`src/design/stt_pkg.sv`:
```
// Shared types, constants and character-class helpers for the source text tokenizer.
// Used by source_text_tokenizer and by its port checker.
package stt_pkg;

  // Field widths.
  localparam int KIND_W  = 5;
  localparam int POS_W   = 16;
  localparam int SYM_W   = 8;
  localparam int SLEN_W  = 12;
  localparam int DEPTH_W = 8;

  // Limits and reset values.
  localparam logic [POS_W-1:0]   POS_MAX           = {POS_W{1'b1}};
  localparam logic [DEPTH_W-1:0] MAX_COMMENT_DEPTH = 8'd255;
  localparam logic [SLEN_W-1:0]  MAX_LEN_RESET     = 12'd1024;

  // Output queue geometry.
  localparam int QUEUE_DEPTH = 4;
  localparam int QPTR_W      = $clog2(QUEUE_DEPTH);
  localparam int QCNT_W      = $clog2(QUEUE_DEPTH + 1);

  // Token kinds.
  localparam logic [KIND_W-1:0] KIND_INT        = 5'd0;
  localparam logic [KIND_W-1:0] KIND_STRING     = 5'd1;
  localparam logic [KIND_W-1:0] KIND_TYPE_ID    = 5'd2;
  localparam logic [KIND_W-1:0] KIND_OBJECT_ID  = 5'd3;
  localparam logic [KIND_W-1:0] KIND_ASSIGN     = 5'd4;
  localparam logic [KIND_W-1:0] KIND_LE         = 5'd5;
  localparam logic [KIND_W-1:0] KIND_PLUS       = 5'd6;
  localparam logic [KIND_W-1:0] KIND_MINUS      = 5'd7;
  localparam logic [KIND_W-1:0] KIND_STAR       = 5'd8;
  localparam logic [KIND_W-1:0] KIND_SLASH      = 5'd9;
  localparam logic [KIND_W-1:0] KIND_EQ         = 5'd10;
  localparam logic [KIND_W-1:0] KIND_LT         = 5'd11;
  localparam logic [KIND_W-1:0] KIND_TILDE      = 5'd12;
  localparam logic [KIND_W-1:0] KIND_AT         = 5'd13;
  localparam logic [KIND_W-1:0] KIND_LPAREN     = 5'd14;
  localparam logic [KIND_W-1:0] KIND_RPAREN     = 5'd15;
  localparam logic [KIND_W-1:0] KIND_LBRACE     = 5'd16;
  localparam logic [KIND_W-1:0] KIND_RBRACE     = 5'd17;
  localparam logic [KIND_W-1:0] KIND_SEMI       = 5'd18;
  localparam logic [KIND_W-1:0] KIND_COLON      = 5'd19;
  localparam logic [KIND_W-1:0] KIND_COMMA      = 5'd20;
  localparam logic [KIND_W-1:0] KIND_DOT        = 5'd21;
  localparam logic [KIND_W-1:0] KIND_UNKNOWN    = 5'd22;
  localparam logic [KIND_W-1:0] KIND_EOF        = 5'd23;
  localparam logic [KIND_W-1:0] KIND_ERR_STR    = 5'd24;
  localparam logic [KIND_W-1:0] KIND_ERR_LONG   = 5'd25;
  localparam logic [KIND_W-1:0] KIND_ERR_CMT    = 5'd26;

  // Characters the scanner looks at.
  localparam logic [SYM_W-1:0] CH_BS     = 8'd8;
  localparam logic [SYM_W-1:0] CH_TAB    = 8'd9;
  localparam logic [SYM_W-1:0] CH_LF     = 8'd10;
  localparam logic [SYM_W-1:0] CH_CR     = 8'd13;
  localparam logic [SYM_W-1:0] CH_FF     = 8'd12;
  localparam logic [SYM_W-1:0] CH_SPACE  = 8'h20;
  localparam logic [SYM_W-1:0] CH_QUOTE  = 8'h22;
  localparam logic [SYM_W-1:0] CH_LPAREN = 8'h28;
  localparam logic [SYM_W-1:0] CH_RPAREN = 8'h29;
  localparam logic [SYM_W-1:0] CH_STAR   = 8'h2A;
  localparam logic [SYM_W-1:0] CH_PLUS   = 8'h2B;
  localparam logic [SYM_W-1:0] CH_COMMA  = 8'h2C;
  localparam logic [SYM_W-1:0] CH_MINUS  = 8'h2D;
  localparam logic [SYM_W-1:0] CH_DOT    = 8'h2E;
  localparam logic [SYM_W-1:0] CH_SLASH  = 8'h2F;
  localparam logic [SYM_W-1:0] CH_0      = 8'h30;
  localparam logic [SYM_W-1:0] CH_9      = 8'h39;
  localparam logic [SYM_W-1:0] CH_COLON  = 8'h3A;
  localparam logic [SYM_W-1:0] CH_SEMI   = 8'h3B;
  localparam logic [SYM_W-1:0] CH_LT     = 8'h3C;
  localparam logic [SYM_W-1:0] CH_EQ     = 8'h3D;
  localparam logic [SYM_W-1:0] CH_AT     = 8'h40;
  localparam logic [SYM_W-1:0] CH_UA     = 8'h41;
  localparam logic [SYM_W-1:0] CH_UZ     = 8'h5A;
  localparam logic [SYM_W-1:0] CH_BSLASH = 8'h5C;
  localparam logic [SYM_W-1:0] CH_UNDER  = 8'h5F;
  localparam logic [SYM_W-1:0] CH_LA     = 8'h61;
  localparam logic [SYM_W-1:0] CH_LB     = 8'h62;
  localparam logic [SYM_W-1:0] CH_LF_F   = 8'h66;
  localparam logic [SYM_W-1:0] CH_LN     = 8'h6E;
  localparam logic [SYM_W-1:0] CH_LT_T   = 8'h74;
  localparam logic [SYM_W-1:0] CH_LZ     = 8'h7A;
  localparam logic [SYM_W-1:0] CH_LBRACE = 8'h7B;
  localparam logic [SYM_W-1:0] CH_RBRACE = 8'h7D;
  localparam logic [SYM_W-1:0] CH_TILDE  = 8'h7E;

  // One result word as it sits in the output queue.
  typedef struct packed {
    logic [KIND_W-1:0] kind;
    logic [POS_W-1:0]  line;
    logic [POS_W-1:0]  column;
    logic [SYM_W-1:0]  sym;
    logic              has;
    logic              tend;
    logic              last;
  } res_t;

  function automatic logic is_space(input logic [SYM_W-1:0] b);
    return (b == CH_SPACE) || ((b >= CH_TAB) && (b <= CH_CR));
  endfunction

  function automatic logic is_digit(input logic [SYM_W-1:0] b);
    return (b >= CH_0) && (b <= CH_9);
  endfunction

  function automatic logic is_upper(input logic [SYM_W-1:0] b);
    return (b >= CH_UA) && (b <= CH_UZ);
  endfunction

  function automatic logic is_lower(input logic [SYM_W-1:0] b);
    return (b >= CH_LA) && (b <= CH_LZ);
  endfunction

  function automatic logic is_word(input logic [SYM_W-1:0] b);
    return is_digit(b) || is_upper(b) || is_lower(b) || (b == CH_UNDER);
  endfunction

  // Kind of a single-character operator; anything else is unknown.
  function automatic logic [KIND_W-1:0] op_kind(input logic [SYM_W-1:0] b);
    logic [KIND_W-1:0] k;
    case (b)
      CH_PLUS:   k = KIND_PLUS;
      CH_MINUS:  k = KIND_MINUS;
      CH_STAR:   k = KIND_STAR;
      CH_SLASH:  k = KIND_SLASH;
      CH_EQ:     k = KIND_EQ;
      CH_LT:     k = KIND_LT;
      CH_TILDE:  k = KIND_TILDE;
      CH_AT:     k = KIND_AT;
      CH_LPAREN: k = KIND_LPAREN;
      CH_RPAREN: k = KIND_RPAREN;
      CH_LBRACE: k = KIND_LBRACE;
      CH_RBRACE: k = KIND_RBRACE;
      CH_SEMI:   k = KIND_SEMI;
      CH_COLON:  k = KIND_COLON;
      CH_COMMA:  k = KIND_COMMA;
      CH_DOT:    k = KIND_DOT;
      default:   k = KIND_UNKNOWN;
    endcase
    return k;
  endfunction

  // Build a result word; the symbol reads as zero when it is not valid.
  function automatic res_t mk_res(input logic [KIND_W-1:0] kind,
                                  input logic [POS_W-1:0]  line,
                                  input logic [POS_W-1:0]  column,
                                  input logic [SYM_W-1:0]  sym,
                                  input logic              has,
                                  input logic              tend);
    res_t r;
    r.kind   = kind;
    r.line   = line;
    r.column = column;
    r.sym    = has ? sym : '0;
    r.has    = has;
    r.tend   = tend;
    r.last   = 1'b0;
    return r;
  endfunction

endpackage

```
`src/design/source_text_tokenizer.sv`:
```
// Streaming tokenizer: one source byte (or end mark) per input word, symbol words out.
// Depends on stt_pkg for widths, token kinds, character constants and the result type.
// Result words are written into the result queue when their input word is taken, and are
// driven from its head. Throughput: one input word per cycle while the input is not stalled
// and each yields at most one result word; results leave one at a time through the single
// output port of the four-entry result queue. Input stalls while it holds three or more words.
// Reset: asynchronous, active low; scanner idle at line 1, column 1, queue empty, and the
// string length limit back to 1024.
module source_text_tokenizer (
  input  logic                       clk_i,
  input  logic                       rst_ni,
  // Configuration write channel.
  input  logic                       cfg_valid_i,
  output logic                       cfg_ready_o,
  input  logic [stt_pkg::SLEN_W-1:0] cfg_data_i,
  // Input channel.
  input  logic                       in_valid_i,
  output logic                       in_stall_o,
  input  logic [stt_pkg::SYM_W-1:0]  source_byte_i,
  input  logic                       end_of_source_i,
  // Output channel.
  output logic                       out_valid_o,
  input  logic                       out_stall_i,
  output logic [stt_pkg::KIND_W-1:0] token_kind_o,
  output logic [stt_pkg::POS_W-1:0]  start_line_o,
  output logic [stt_pkg::POS_W-1:0]  start_column_o,
  output logic [stt_pkg::SYM_W-1:0]  text_symbol_o,
  output logic                       has_symbol_o,
  output logic                       token_end_o,
  output logic                       run_last_o
);
  import stt_pkg::*;

  // Scanner modes.
  localparam logic [3:0] M_IDLE   = 4'd0;
  localparam logic [3:0] M_INT    = 4'd1;
  localparam logic [3:0] M_IDENT  = 4'd2;
  localparam logic [3:0] M_PEND   = 4'd3;
  localparam logic [3:0] M_LINE   = 4'd4;
  localparam logic [3:0] M_BLOCK  = 4'd5;
  localparam logic [3:0] M_BPAREN = 4'd6;
  localparam logic [3:0] M_BSTAR  = 4'd7;
  localparam logic [3:0] M_STRING = 4'd8;
  localparam logic [3:0] M_ESC    = 4'd9;
  localparam logic [3:0] M_ERROR  = 4'd10;

  logic [3:0]         mode_q, mode_d;
  logic [DEPTH_W-1:0] depth_q, depth_d;
  logic [POS_W-1:0]   line_q, line_d;
  logic [POS_W-1:0]   col_q, col_d;
  logic [POS_W-1:0]   tok_line_q, tok_line_d;
  logic [POS_W-1:0]   tok_col_q, tok_col_d;
  logic [SYM_W-1:0]   held_sym_q, held_sym_d;
  logic               held_valid_q, held_valid_d;
  logic [KIND_W-1:0]  held_kind_q, held_kind_d;
  logic [SLEN_W-1:0]  str_len_q, str_len_d;
  logic [SLEN_W-1:0]  max_len_q;

  res_t               res_c [2];
  logic [1:0]         res_cnt_c;
  logic               do_start;
  logic               do_append;
  logic [SYM_W-1:0]   app_sym;
  logic [KIND_W-1:0]  pair_kind;
  logic [SYM_W-1:0]   b;

  res_t               queue_q [QUEUE_DEPTH];
  logic [QPTR_W-1:0]  wr_ptr_q, rd_ptr_q;
  logic [QCNT_W-1:0]  count_q;
  logic               in_acc, out_acc;

  assign b       = source_byte_i;
  assign in_acc  = in_valid_i && !in_stall_o;
  assign out_acc = out_valid_o && !out_stall_i;

  assign cfg_ready_o = 1'b1;
  // Room must remain for the two words the worst input word can produce.
  assign in_stall_o  = count_q > QCNT_W'(QUEUE_DEPTH - 2);

  // Scanner next state and the result words of the current input word.
  always_comb begin
    mode_d       = mode_q;
    depth_d      = depth_q;
    line_d       = line_q;
    col_d        = col_q;
    tok_line_d   = tok_line_q;
    tok_col_d    = tok_col_q;
    held_sym_d   = held_sym_q;
    held_valid_d = held_valid_q;
    held_kind_d  = held_kind_q;
    str_len_d    = str_len_q;
    res_c[0]     = mk_res('0, '0, '0, '0, 1'b0, 1'b0);
    res_c[1]     = mk_res('0, '0, '0, '0, 1'b0, 1'b0);
    res_cnt_c    = 2'd0;
    do_start     = 1'b0;
    do_append    = 1'b0;
    app_sym      = b;
    pair_kind    = KIND_ASSIGN;

    if (end_of_source_i) begin
      // Close whatever is open, then return to the start-of-source state.
      unique case (mode_q) inside
        M_INT, M_IDENT, M_PEND: begin
          res_c[0]  = mk_res(held_kind_q, tok_line_q, tok_col_q, held_sym_q, 1'b1, 1'b1);
          res_c[1]  = mk_res(KIND_EOF, line_q, col_q, '0, 1'b0, 1'b1);
          res_cnt_c = 2'd2;
        end
        M_STRING, M_ESC: begin
          res_c[0]  = mk_res(KIND_ERR_STR, tok_line_q, tok_col_q, '0, 1'b0, 1'b1);
          res_cnt_c = 2'd1;
        end
        M_BLOCK, M_BPAREN, M_BSTAR: begin
          res_c[0]  = mk_res(KIND_ERR_CMT, tok_line_q, tok_col_q, '0, 1'b0, 1'b1);
          res_cnt_c = 2'd1;
        end
        M_ERROR: begin
        end
        default: begin
          res_c[0]  = mk_res(KIND_EOF, line_q, col_q, '0, 1'b0, 1'b1);
          res_cnt_c = 2'd1;
        end
      endcase
      mode_d       = M_IDLE;
      depth_d      = '0;
      line_d       = POS_W'(1);
      col_d        = POS_W'(1);
      tok_line_d   = '0;
      tok_col_d    = '0;
      held_sym_d   = '0;
      held_valid_d = 1'b0;
      held_kind_d  = '0;
      str_len_d    = '0;
    end else begin
      unique case (mode_q) inside
        M_IDLE: begin
          do_start = 1'b1;
        end
        M_INT, M_IDENT: begin
          if ((mode_q == M_INT) ? is_digit(b) : is_word(b)) begin
            // The held symbol is not the last one; send it and hold the new one.
            res_c[0]   = mk_res(held_kind_q, tok_line_q, tok_col_q, held_sym_q, 1'b1, 1'b0);
            res_cnt_c  = 2'd1;
            held_sym_d = b;
          end else begin
            res_c[0]     = mk_res(held_kind_q, tok_line_q, tok_col_q, held_sym_q, 1'b1, 1'b1);
            res_cnt_c    = 2'd1;
            held_valid_d = 1'b0;
            mode_d       = M_IDLE;
            do_start     = 1'b1;
          end
        end
        M_PEND: begin
          if ((held_sym_q == CH_LT) && ((b == CH_MINUS) || (b == CH_EQ))) begin
            pair_kind    = (b == CH_MINUS) ? KIND_ASSIGN : KIND_LE;
            res_c[0]     = mk_res(pair_kind, tok_line_q, tok_col_q, CH_LT, 1'b1, 1'b0);
            res_c[1]     = mk_res(pair_kind, tok_line_q, tok_col_q, b, 1'b1, 1'b1);
            res_cnt_c    = 2'd2;
            held_valid_d = 1'b0;
            mode_d       = M_IDLE;
          end else if ((held_sym_q == CH_MINUS) && (b == CH_MINUS)) begin
            held_valid_d = 1'b0;
            mode_d       = M_LINE;
          end else if ((held_sym_q == CH_LPAREN) && (b == CH_STAR)) begin
            held_valid_d = 1'b0;
            depth_d      = DEPTH_W'(1);
            mode_d       = M_BLOCK;
          end else begin
            res_c[0]     = mk_res(held_kind_q, tok_line_q, tok_col_q, held_sym_q, 1'b1, 1'b1);
            res_cnt_c    = 2'd1;
            held_valid_d = 1'b0;
            mode_d       = M_IDLE;
            do_start     = 1'b1;
          end
        end
        M_LINE: begin
          if (b == CH_LF) begin
            mode_d = M_IDLE;
          end
        end
        M_BLOCK, M_BPAREN, M_BSTAR: begin
          // Nested block comments: track "(*" and "*)" across byte pairs.
          if ((mode_q == M_BPAREN) && (b == CH_STAR)) begin
            if (depth_q < MAX_COMMENT_DEPTH) begin
              depth_d = depth_q + DEPTH_W'(1);
            end
            mode_d = M_BLOCK;
          end else if ((mode_q == M_BSTAR) && (b == CH_RPAREN)) begin
            depth_d = (depth_q != '0) ? depth_q - DEPTH_W'(1) : depth_q;
            mode_d  = (depth_d == '0) ? M_IDLE : M_BLOCK;
          end else if (b == CH_LPAREN) begin
            mode_d = M_BPAREN;
          end else if (b == CH_STAR) begin
            mode_d = M_BSTAR;
          end else begin
            mode_d = M_BLOCK;
          end
        end
        M_STRING: begin
          if (b == CH_QUOTE) begin
            res_c[0]     = mk_res(KIND_STRING, tok_line_q, tok_col_q, held_sym_q,
                                  held_valid_q, 1'b1);
            res_cnt_c    = 2'd1;
            held_valid_d = 1'b0;
            mode_d       = M_IDLE;
          end else if (b == CH_BSLASH) begin
            mode_d = M_ESC;
          end else if (b == CH_LF) begin
            res_c[0]     = mk_res(KIND_ERR_STR, tok_line_q, tok_col_q, '0, 1'b0, 1'b1);
            res_cnt_c    = 2'd1;
            held_valid_d = 1'b0;
            mode_d       = M_ERROR;
          end else begin
            do_append = 1'b1;
          end
        end
        M_ESC: begin
          case (b)
            CH_LB:   app_sym = CH_BS;
            CH_LT_T: app_sym = CH_TAB;
            CH_LN:   app_sym = CH_LF;
            CH_LF_F: app_sym = CH_FF;
            default: app_sym = b;
          endcase
          mode_d    = M_STRING;
          do_append = 1'b1;
        end
        default: begin
          mode_d = M_ERROR;
        end
      endcase

      // Add one symbol to a string: release the pending one, check the limit.
      if (do_append) begin
        if (held_valid_q) begin
          res_c[0]  = mk_res(KIND_STRING, tok_line_q, tok_col_q, held_sym_q, 1'b1, 1'b0);
          res_cnt_c = 2'd1;
        end
        if (str_len_q >= max_len_q) begin
          res_c[res_cnt_c[0]] = mk_res(KIND_ERR_LONG, tok_line_q, tok_col_q, '0, 1'b0, 1'b1);
          res_cnt_c           = res_cnt_c + 2'd1;
          held_valid_d        = 1'b0;
          mode_d              = M_ERROR;
        end else begin
          held_sym_d   = app_sym;
          held_kind_d  = KIND_STRING;
          held_valid_d = 1'b1;
          str_len_d    = str_len_q + SLEN_W'(1);
        end
      end

      // Begin a new token at the current position.
      if (do_start) begin
        tok_line_d   = line_q;
        tok_col_d    = col_q;
        held_valid_d = 1'b0;
        if (is_space(b)) begin
          mode_d = M_IDLE;
        end else if (is_digit(b)) begin
          held_sym_d   = b;
          held_kind_d  = KIND_INT;
          held_valid_d = 1'b1;
          mode_d       = M_INT;
        end else if (b == CH_QUOTE) begin
          held_kind_d = KIND_STRING;
          str_len_d   = '0;
          mode_d      = M_STRING;
        end else if (is_upper(b) || is_lower(b) || (b == CH_UNDER)) begin
          held_sym_d   = b;
          held_kind_d  = is_upper(b) ? KIND_TYPE_ID : KIND_OBJECT_ID;
          held_valid_d = 1'b1;
          mode_d       = M_IDENT;
        end else if ((b == CH_LT) || (b == CH_MINUS) || (b == CH_LPAREN)) begin
          held_sym_d   = b;
          held_kind_d  = op_kind(b);
          held_valid_d = 1'b1;
          mode_d       = M_PEND;
        end else begin
          res_c[res_cnt_c[0]] = mk_res(op_kind(b), line_q, col_q, b, 1'b1, 1'b1);
          res_cnt_c           = res_cnt_c + 2'd1;
          mode_d              = M_IDLE;
        end
      end

      // Saturating line and column counters.
      if (b == CH_LF) begin
        if (line_q != POS_MAX) begin
          line_d = line_q + POS_W'(1);
        end
        col_d = POS_W'(1);
      end else if (col_q != POS_MAX) begin
        col_d = col_q + POS_W'(1);
      end
    end

    // Flag the final word of this input word.
    if (res_cnt_c == 2'd2) begin
      res_c[1].last = 1'b1;
    end else if (res_cnt_c == 2'd1) begin
      res_c[0].last = 1'b1;
    end
  end

  // Scanner state and configuration register.
  always_ff @(posedge clk_i or negedge rst_ni) begin
    if (!rst_ni) begin
      mode_q       <= M_IDLE;
      depth_q      <= '0;
      line_q       <= POS_W'(1);
      col_q        <= POS_W'(1);
      tok_line_q   <= '0;
      tok_col_q    <= '0;
      held_sym_q   <= '0;
      held_valid_q <= 1'b0;
      held_kind_q  <= '0;
      str_len_q    <= '0;
      max_len_q    <= MAX_LEN_RESET;
    end else begin
      if (cfg_valid_i && cfg_ready_o) begin
        max_len_q <= cfg_data_i;
      end
      if (in_acc) begin
        mode_q       <= mode_d;
        depth_q      <= depth_d;
        line_q       <= line_d;
        col_q        <= col_d;
        tok_line_q   <= tok_line_d;
        tok_col_q    <= tok_col_d;
        held_sym_q   <= held_sym_d;
        held_valid_q <= held_valid_d;
        held_kind_q  <= held_kind_d;
        str_len_q    <= str_len_d;
      end
    end
  end

  // Result queue pointers and fill count.
  always_ff @(posedge clk_i or negedge rst_ni) begin
    if (!rst_ni) begin
      wr_ptr_q <= '0;
      rd_ptr_q <= '0;
      count_q  <= '0;
    end else begin
      if (in_acc) begin
        wr_ptr_q <= wr_ptr_q + QPTR_W'(res_cnt_c);
      end
      if (out_acc) begin
        rd_ptr_q <= rd_ptr_q + QPTR_W'(1);
      end
      count_q <= count_q + (in_acc ? QCNT_W'(res_cnt_c) : '0) - QCNT_W'(out_acc);
    end
  end

  // Result queue storage: up to two words written per input word.
  always_ff @(posedge clk_i) begin
    if (in_acc) begin
      if (res_cnt_c != 2'd0) begin
        queue_q[wr_ptr_q] <= res_c[0];
      end
      if (res_cnt_c == 2'd2) begin
        queue_q[wr_ptr_q + QPTR_W'(1)] <= res_c[1];
      end
    end
  end

  // Head of the queue drives the output word.
  assign out_valid_o    = count_q != '0;
  assign token_kind_o   = queue_q[rd_ptr_q].kind;
  assign start_line_o   = queue_q[rd_ptr_q].line;
  assign start_column_o = queue_q[rd_ptr_q].column;
  assign text_symbol_o  = queue_q[rd_ptr_q].sym;
  assign has_symbol_o   = queue_q[rd_ptr_q].has;
  assign token_end_o    = queue_q[rd_ptr_q].tend;
  assign run_last_o     = queue_q[rd_ptr_q].last;

endmodule

```
`config.mk`:
```
export PLATFORM = sky130hd
export DESIGN_NAME = source_text_tokenizer
export DESIGN_NICKNAME = d
export VERILOG_FILES = /design/src/design/stt_pkg.sv /design/src/design/source_text_tokenizer.sv
export SDC_FILE = /design/constraint.sdc
export NUM_CORES = 1
export LEC_CHECK = 0
export ABC_AREA = 1
export BUFFER_PORTS_ARGS = -buffer_cell sky130_fd_sc_hd__buf_2
export CORE_AREA = 4 4 192 194
export DETAILED_ROUTE_END_ITERATION = 10
export DIE_AREA = 0 0 196 198
export PLACE_DENSITY = 0.82
export SLEW_MARGIN = 20
export SYNTH_ARGS = -nofsm -noshare
export SYNTH_HDL_FRONTEND = slang
export SYNTH_SLANG_ARGS = --single-unit
```
`constraint.sdc`:
```
create_clock -name clk_i -period 4 [get_ports clk_i]
set_clock_uncertainty 0.2 [all_clocks]
set_input_delay 0.2 -clock clk_i [delete_from_list [all_inputs] [get_ports clk_i]]
set_output_delay 0.2 -clock clk_i [all_outputs]
set_load 0.05 [all_outputs]
```
After elaboration in Yosys (flattened, before gate mapping). Memories as Yosys holds them, arrays and structs flattened. Cells that the tools add are included. W data, S select, Z words.

Word-level logic and storage cells: 309. Input bits: 26. Flip-flop bits (word level): 121. Memories kept: 1. Memory bits (read-only): 0. Output and inout port bits: 51. Bits in writable memories: 192. Bits in latches: 0.

Add/subtract/negate cells: 12. Equality and inequality tests: 50. $lt $le $gt $ge: 15. Shifts and indexed selects: 0. Div/mod/pow operators: 0. Muxes and demuxes: 171. $mul: 0. Bitwise operators: 2. Reductions and logical operators: 44.

Memory list: queue_q (depth 4, bits a word 48, rd ports 1, clocked after Yosys merged registers in 0, wr ports 2, line source_text_tokenizer.sv:67) `res_t queue_q [QUEUE_DEPTH];`.

Operator list (count): $mux W96 (10); $mux W48 (13); $bwmux W96 (2); $pmux W48 S4 (1); $mux W8 (21); $mux W16 (10); $pmux W48 S3 (1); $eq A8 B6 Y1 const B (17); $demux W48 S1 (2); $mux W46 (2); $mux W12 (7); $eq A8 B7 Y1 const B (10); $mux W5 (16); $pmux W5 S16 (1); $mux W4 (12); $mux W2 (20); $mux W1 (39); $add A16 B1 Y16 const B (2); $ne A16 B16 Y1 const B (2); $pmux W8 S4 (1); $pmux W4 S7 (1); $mux W3 (6); $eq A4 B3 Y1 const B (4); $ge A8 B7 Y1 const B (2); other kinds (50) (92).

Logic depth before layout (Yosys ltp). Gate-level depths: netlist of the first run.

Word-level depth: 28. Depth in mapped cells: 23. Gate-level depth less buffers: 23.

Worst setup path after synthesis of the first run. Ideal clock, no wire load.

Path kind: flip-flop to flip-flop. Start: register max_len_q[10]. End: memory queue_q[2][0] (netlist name) (enable). Buffers on the path: 1. Arrival time: 3.778 ns. Cell stages (with the launch flop): 20. Data required time: 3.394 ns. Path slack: -0.384 ns. Period minus slack after synthesis: 4.384 ns. Library setup time: 0.406 ns. Cell sequence: dfstp_2 inv_1 ha_1 nand2_1 nor2_1 and2_1 nand2_1 nand4_1 ha_1 inv_1 nor2_1 nor2_4 nor2_4 nand3_4 nand3_2 nand2_2 nor2_8 nand2_4 buf_2 nand2_1.

RTL lines: from (decl) (line source_text_tokenizer.sv:57) `logic [SLEN_W-1:0] max_len_q;`; from (signal assigned) (line source_text_tokenizer.sv:319) `max_len_q <= cfg_data_i;`; to (decl) (line source_text_tokenizer.sv:67).

==> out/summary.log, run 1 <==
[outcome] run status finished, final reports clean
[synthesis] number of enable flip-flop cells after synthesis 192
[floorplan] count of pins on the block boundary 77
[route] Final ANT Viol Nets 0
[synthesis] post-synth top area share 0.292
[route] drt first-iter violations 3,032
[synthesis] Top FF cell, synth edfxtp_1
[route] post-DR wirelength/cell 19.1 um
[critical_path] largest fanout on the critical path 86
[critical_path] kind of capture point of the worst setup path flip-flop
[critical_path] cell-by-cell listing of the critical path dlygate4sd3_1 -> buf_2 -> inv_2 -> nand2_2 -> nor2_4 -> buf_4 -> nand2_4 -> nand2_2 -> a21oi_1 -> nand2_2 -> nand4_1 -> ha_1 -> inv_1 -> nor2_1 -> nor2_4 -> nor2_4 -> nand3_4 -> nand3_2 -> nand2_2 -> nor2_8 -> buf_4 -> clkbuf_16 -> nand3_1 -> nand2_1
[synthesis] top cell type by total area after synthesis edfxtp_1
[critical_path] cell family with most CP delay simple AND/OR/NAND/NOR gates
[job] Max-cap violations 0
[global_routing] via count of the first global-routing pass 18,500
[synthesis] main area contributors after synthesis edfxtp_1 29%, nand2_1 17%, dfrtp_1 15%
[critical_path] reg-to-reg startpoint held_sym_q[6]$_DFFE_PN0P_
[critical_path] maximum single-stage delay on the critical path 0.53 ns
[min_path] hold endpoint held_sym_q[5]$_DFFE_PN0P_
[route] Via Count 19,700
[route] Routed WL 61,700 um
[power_and_ir_drop] largest vdd supply drop 0.000688 V
[synthesis] Mapped Area 0.0197 sq mm
[place] buffers added on ports 75
[critical_path] Data required, critical path 4.20 ns
[finish] filler instances 2,916
[sta] number of slew-limit violations in the final report 0
[power_and_ir_drop] Pwr per Cell Area 814 mW/mm^2
[finish] area of the multi-input gates 0.00946 sq mm
[sta] post-route worst hold slack 0.0330 ns
[min_path] critical hold path startpoint source_byte_i[5]
[min_path] Hold/Removal Path Class primary input to flip-flop
[sta] worst-case headroom to the max-slew limit 0.328
[floorplan] width of the chip 196 um
[synthesis] Mapped Cells 2,659
[sta] final hold violation count 0
[finish] area taken by flip-flops and latches 0.00880 sq mm
[global_routing] grt total ovfl 0
[route] average via count per standard cell 6.11
[sta] fmax 0.262 GHz
[critical_path] number of buffers and inverters on the critical path 7
[clock_tree] level count of the clock H-tree 2
[finish] share of layout cells above drive strength 1 0.0974
[floorplan] Initial Utilization 0.560
[global_routing] largest net degree at the start of global routing 173
[finish] area delta synth->final 12.8%
[floorplan] row count 69
[sta] Tmin final 3.82 ns
[global_routing] number of antenna violations at the first check in global routing 0
[synthesis] nets in the synthesized netlist 2,709
[clock_tree] Root Buffer clkbuf_16
[clock_tree] worst-case clock buffer depth 3
[place] post-DP HPWL 39,100 um
[critical_path] cell occurring most often along the worst timing path nand2_2
[critical_path] flop2flop setup slack 0.19 ns
[floorplan] overall die height 198 um
[clock_tree] clock tree from TritonCTS built
[critical_path] number of cells on the worst reg-to-reg path 21
[critical_path] category of the critical setup timing path primary input to flip-flop
[route] DRC violations left 0
[power_and_ir_drop] overall power after layout 18.1 mW
[floorplan] Core ar. 0.0352 sq mm
[synthesis] ys async rst share 0.387
[global_routing] global-route usage over all layers 0.305
[sta] final sum of negative setup slack 0 ns
[sta] Worst Max-Slew Pin Slew 1.01 ns
[power_and_ir_drop] leakage power total 10.1 nW
[place] placed standard-cell area 0.0206 sq mm
[synthesis] total number of yosys warnings 0
[synthesis] synth unique cells 56
[sta] # setup viols final 0
[synthesis] syn avg cell area 7.42 sq um
[synthesis] FF+latch count, synth 313
[synthesis] sequential fraction of the synthesis area 0.446
[clock_tree] insertion delay of the later-clocked pin in the worst-skew pair 0.53 ns
[critical_path] startpoint type of the worst setup path primary input
[route] DR pass1 iterations 9
[critical_path] R2R Path End queue_q[1][3]$_DFFE_PP_
[critical_path] slowest cell on the critical path dlygate4sd3_1
[finish] diode insertion count for antenna repair 0
[min_path] worst hold path cell count 5
[critical_path] data arrival at the endpoint of the critical path 4.02 ns
[sta] share of the cycle needed by the critical path after routing 0.955
[place] Placer Congestion 0.991
[finish] Post-Route Utilization 0.632
[clock_tree] Inserted Clock Buffers 35
[clock_tree] number of sinks driven by the clock tree 313
[floorplan] total die area 0.0388 sq mm
[global_routing] wire length of the first global-routing pass 96,300 um
[finish] number of nets in the layout 2,785
[finish] post-route cell area 0.0223 sq mm
[clock_tree] register clock-pin slew on the reported worst setup and hold paths 0.06 ns
[sequential cells by signal, summed over array words and instances, names as in the netlist]
register	count
col_q	16
count_q	3
depth_q	8
held_kind_q	5
held_sym_q	8
held_valid_q	1
line_q	16
max_len_q	12
mode_q	4
queue_q	192
rd_ptr_q	2
str_len_q	12
tok_col_q	16
tok_line_q	16
wr_ptr_q	2
[final cells by class]
type,instances,area share
clock buffer,46,0.0421
clock inverter,17,0.00972
inverter,192,0.0324
multi-input combinational,2005,0.425
sequential,313,0.395
tap,461,0.0259
timing repair buffer,188,0.0699
[what timing repair did]
item                                   4_1_cts  5_1_grt
hold buffers                                45        0
setup endpoints to repair                    0      357
endpoints found under the hold margin       73        0
setup buffers                                0        5
resized for setup                            0        3
[report_power, final]
group	switching [mW]	internal [mW]	total, mW
Clock	1.36	1.93	3.28
Combinational	7.25	2.55	9.80
Sequential	0.465	4.58	5.05
[worst max-delay path by stage]
stage                              startpoint  cells past startpoint                       end  slack, ns
floorplan           max_len_q[10]$_DFFE_PN1P_                     19   queue_q[2][0]$_DFFE_PP_       0.07
global placement             source_byte_i[7]                     21  queue_q[3][41]$_DFFE_PP_       0.22
detailed placement           source_byte_i[7]                     21  queue_q[3][15]$_DFFE_PP_       0.07
CTS                          source_byte_i[7]                     22  queue_q[3][15]$_DFFE_PP_       0.05
global route                 source_byte_i[6]                     24      count_q[2]$_DFF_PN0_      -0.02
finish                       source_byte_i[7]                     24   queue_q[1][3]$_DFFE_PP_       0.18
[cells in the final DEF, fill, tap and decap left out, drive strengths merged, types with 8 or more instances in the layout]
| master | instances |
|---|---|
| xor2 | 20 |
| nor3 | 33 |
| dlygate4sd3 | 45 |
| a21oi | 45 |
| a22oi | 37 |
| ha | 23 |
| nor4 | 8 |
| nand2 | 922 |
| inv | 187 |
| edfxtp | 192 |
| nor2 | 237 |
| clkbuf | 48 |
| buf | 141 |
| clkinv | 15 |
| o211ai | 8 |
| nand3 | 297 |
| dfrtp | 118 |
| o21ai | 225 |
| o22ai | 85 |
| nand4 | 22 |
[layer usage]
metal  global-route usage  vias to the layer above  share of wire
li1                     -                     9081              -
met1                0.414                     9089           0.38
met4                0.110                        0          0.031
met3               0.0507                      201           0.12
met5                    0                        -              0
met2                0.500                     1310           0.46
[through the flow]
stage / std cells / setup WS [ns]
2_1_floorplan: 2659 / 0.0705
3_3_place_gp: 3107 / 0.222
3_5_place_dp: 3107 / 0.0726
4_1_cts: 3215 / 0.0532
5_1_grt: 3222 / -0.0250
6_report: 3222 / 0.182
[synth_stat cells, types with 2 or more instances]
library cell  instances
a211oi_1              5
a21oi_1              45
a221oi_1              2
a22oi_1              37
buf_1                 9
buf_2                27
buf_4                 5
buf_6                25
clkbuf_1             82
clkinv_1              6
dfrtp_1             118
dfstp_2               3
edfxtp_1            192
ha_1                 23
inv_1               171
inv_2                15
nand2_1             904
nand2_2              12
nand2_4               6
nand3_1             292
nand3_2               4
nand4_1              22
nor2_1              222
nor2_2                8
nor2_4                6
nor3_1               33
nor3b_1               7
nor4_1                8
o2111ai_1             3
o211ai_1              8
o21a_1                3
o21ai_0             219
o21ai_1               6
o22ai_1              85
o31ai_1               4
o32ai_1               2
xnor2_1               2
xor2_1               20
[cells by family after synthesis]
group                    count (synthesis)  share of synthesized area
AO/OA/AOI/OAI                          427                      0.124
flip-flops                             313                      0.446
XOR/XNOR                                22                    0.00976
multiplexers                             1                   0.000570
AND/OR/NAND/NOR                       1530                      0.327
other                                    1                   0.000190
adder cells (fa/ha/maj)                 24                     0.0156
buffers and inverters                  341                     0.0776
[worst reg2reg max path: cells and delay by family (launching register included)]
kind	cells	cell delay, ns
flops	1	0.42
buf+inv	4	0.67
simple gates	16	2.09
fa+ha+maj	1	0.32
Power figures use the tool's default switching activity.
==> run 2, diff against run 1 <==
Settings changed: RECOVER_POWER set to 50.
==> run 2 against run 1 <==
  * The flow now finishes with violations (max-capacitance violations, max-slew violations)
  * Clock power about the same
  * Sequential share of layout area up 0.25 points
  * Global-route usage unchanged
  * First-iteration DRC count down 1.2%
  * Design area down 0.65%
  * Core utilization down 0.41 points
  * Via count up 0.20%
  * Sequential power about the same
  * Largest power group unchanged
==> out/summary.log, run 2 (synthesis results as in run 1) <==
[finish] most frequent standard cell in the layout excluding fill and tap cells nand2_1
[power_and_ir_drop] P_int 8.96 mW
[sta] number of slew-limit violations in the final report 50
[critical_path] data arrival at the endpoint of the critical path 3.82 ns
[sta] Tmin final 3.85 ns
[sta] worst-case headroom to the max-slew limit -0.990
[floorplan] total die area 0.0388 sq mm
[clock_tree] register clock-pin slew on the reported worst setup and hold paths 0.06 ns
[sta] fmax 0.260 GHz
[global_routing] global-route usage over all layers 0.305
[route] DRC violations left 0
[critical_path] largest fanout on the critical path 48
[route] post-DR wirelength/cell 19.2 um
[critical_path] cell-by-cell listing of the critical path dlygate4sd3_1 -> buf_2 -> inv_2 -> nand2_2 -> nor2_1 -> nand2_2 -> nand2_2 -> a21oi_1 -> nand2_2 -> nand4_1 -> ha_1 -> inv_1 -> nor2_1 -> nor2_4 -> nor2_4 -> nand3_4 -> nand3_2 -> nand2_2 -> nor2_8 -> nand2_1 -> nand2_2 -> buf_12
[sta] Worst Max-Slew Pin Slew 2.99 ns
[clock_tree] level count of the clock H-tree 2
[power_and_ir_drop] Switching Power 9.06 mW
[sta] share of the cycle needed by the critical path after routing 0.962
[clock_tree] clock tree from TritonCTS built
[floorplan] overall die height 198 um
[power_and_ir_drop] largest vdd supply drop 0.000660 V
[finish] number of standard cells in the layout, taps in and fillers out 3,222
[global_routing] wire length of the first global-routing pass 96,300 um
[sta] crit path setup slack, layout 0.150 ns
[outcome] run status finished with violations
[critical_path] maximum single-stage delay on the critical path 0.53 ns
[floorplan] width of the chip 196 um
[critical_path] Data required, critical path 3.97 ns
[place] Placer Congestion 0.991
[finish] share of layout cells above drive strength 1 0.0793
[global_routing] number of antenna violations at the first check in global routing 0
[floorplan] row count 69
[finish] area delta synth->final 12.0%
[job] Max-cap violations 2
[route] average via count per standard cell 6.12
[finish] Post-Route Utilization 0.628
[finish] flip-flop count of the largest register after layout 192
[route] Via Count 19,700
[outcome] violated checks max-capacitance violations, max-slew violations
[place] post-DP HPWL 39,100 um
[floorplan] count of pins on the block boundary 77
[route] Final ANT Viol Nets 0
[clock_tree] number of sinks driven by the clock tree 313
[place] Post-Place Worst Slack 0.0726 ns
[critical_path] cell family with most CP delay simple AND/OR/NAND/NOR gates
[power_and_ir_drop] Sw Ratio 0.503
[clock_tree] Inserted Clock Buffers 35
[power_and_ir_drop] part of the total power dissipated in combinational logic 0.538
[route] DR pass1 iterations 6
[global_routing] via count of the first global-routing pass 18,500
[finish] top register by number of flip-flops queue_q
[global_routing] grt total ovfl 0
[sta] # setup viols final 0
[critical_path] kind of capture point of the worst setup path flip-flop
[finish] number of nets in the layout 2,785
[floorplan] Core ar. 0.0352 sq mm
[sta] final hold violation count 0
[power_and_ir_drop] leakage power total 9.96 nW
[place] buffers added on ports 75
[critical_path] cell occurring most often along the worst timing path nand2_2
[finish] filler instances 2,962
[clock_tree] worst-case clock buffer depth 3
[power_and_ir_drop] share of total power in sequential cells 0.280
[clock_tree] insertion delay of the later-clocked pin in the worst-skew pair 0.52 ns
[floorplan] Initial Utilization 0.560
[critical_path] category of the critical setup timing path primary input to flip-flop
[route] drt first-iter violations 2,996
[clock_tree] Root Buffer clkbuf_16
[place] total placed cells including tap cells 3,107
[power_and_ir_drop] Pwr per Cell Area 815 mW/mm^2
[critical_path] slowest cell on the critical path dlygate4sd3_1
[power_and_ir_drop] proportion of power drawn by the clock network 0.182
[finish] commonest cells after routing, fill and taps aside 902 x nand2_1, 292 x nand3_1, 220 x o21ai_0
[route] Routed WL 61,800 um
[min_path] Hold/Removal Path Class primary input to flip-flop
[global_routing] largest net degree at the start of global routing 173
[critical_path] number of buffers and inverters on the critical path 5
[finish] diode insertion count for antenna repair 0
[critical_path] startpoint type of the worst setup path primary input
-- run 2: cell types whose count changed in the layout (fill, tap and decap cells not counted), sizes merged --
cell | previous run | this run
buf | 141 | 81
inv | 187 | 186
clkinv | 15 | 16
clkbuf | 48 | 108
-- run 2: repair_timing --
action / 4_1_cts / 5_1_grt
hold buffers: 45 / 0
endpoints found under the hold margin: 73 / 0
gates resized for setup: 0 / 3
setup endpoints to repair: 0 / 357
buffers inserted: 0 / 5
-- run 2: path summary, 6_finish.rpt --
path / startpoint / to / slack [ns] / cells past startpoint
max: source_byte_i[7] / queue_q[1][33]$_DFFE_PP_ / 0.15 / 22
min: source_byte_i[4] / held_sym_q[4]$_DFFE_PN0P_ / 0.05 / 6
max reg2reg: held_sym_q[0]$_DFFE_PN0P_ / queue_q[1][33]$_DFFE_PP_ / 0.18 / 20
min reg2reg: tok_col_q[14]$_DFFE_PN0P_ / tok_col_q[14]$_DFFE_PN0P_ / 0.35 / 2
max in group asynchronous: rst_ni / tok_line_q[14]$_DFFE_PN0P_ / 0.90 / 2
min in group asynchronous: rst_ni / depth_q[4]$_DFFE_PN0P_ / 0.99 / 2
-- run 2: layer usage --
metal,share of wire,track usage
met1,0.38,0.414
met4,0.030,0.110
met2,0.47,0.500
met3,0.12,0.0507
met5,0,0
-- run 2: layout make-up --
type / instances / area (sq um) / share of cell area
Clock buffer: 46 / 937 / 0.0424
Tap cell: 461 / 577 / 0.0261
Inverter: 192 / 721 / 0.0326
Clock inverter: 17 / 216 / 0.00979
Sequential cell: 313 / 8800 / 0.398
Multi-Input combinational cell: 2005 / 9440 / 0.427
Timing Repair Buffer: 188 / 1440 / 0.0649
-- run 2: power by group through the flow --
stage	logic, mW	registers, mW	clock network (mW)
after floorplan	6.83	4.95	0
after global placement	9.19	5.06	0
after detailed placement	9.48	5.09	0
after CTS	9.56	5.03	3.29
after global routing	10.6	5.11	3.42
final	9.70	5.05	3.27
-- run 2: worst register-to-register path, cell delays in order (launching register included) --
cell and delay (ns):
dfrtp_1 0.41, nor2_1 0.16, inv_1 0.06, nor2_1 0.17
nand2_1 0.10, nor2_2 0.11, nor2_1 0.10, nand2_2 0.12
nand4_1 0.15, ha_1 0.33, inv_1 0.04, nor2_1 0.17
nor2_4 0.08, nor2_4 0.12, nand3_4 0.13, nand3_2 0.12
nand2_2 0.11, nor2_8 0.20, nand2_1 0.12, nand2_2 0.13
buf_12 0.28
-- run 2: through the flow --
stage          cell area, sq um  TNS [ns]  power, mW  hold WS (ns)
2_1_floorplan             19800         0       11.8        -0.296
3_3_place_gp              20600         0       14.2        0.0921
3_5_place_dp              20600         0       14.6        0.0820
4_1_cts                   22200         0       17.9        0.0103
5_1_grt                   22100    -0.106       19.1        0.0656
6_report                  22100         0       18.0        0.0508
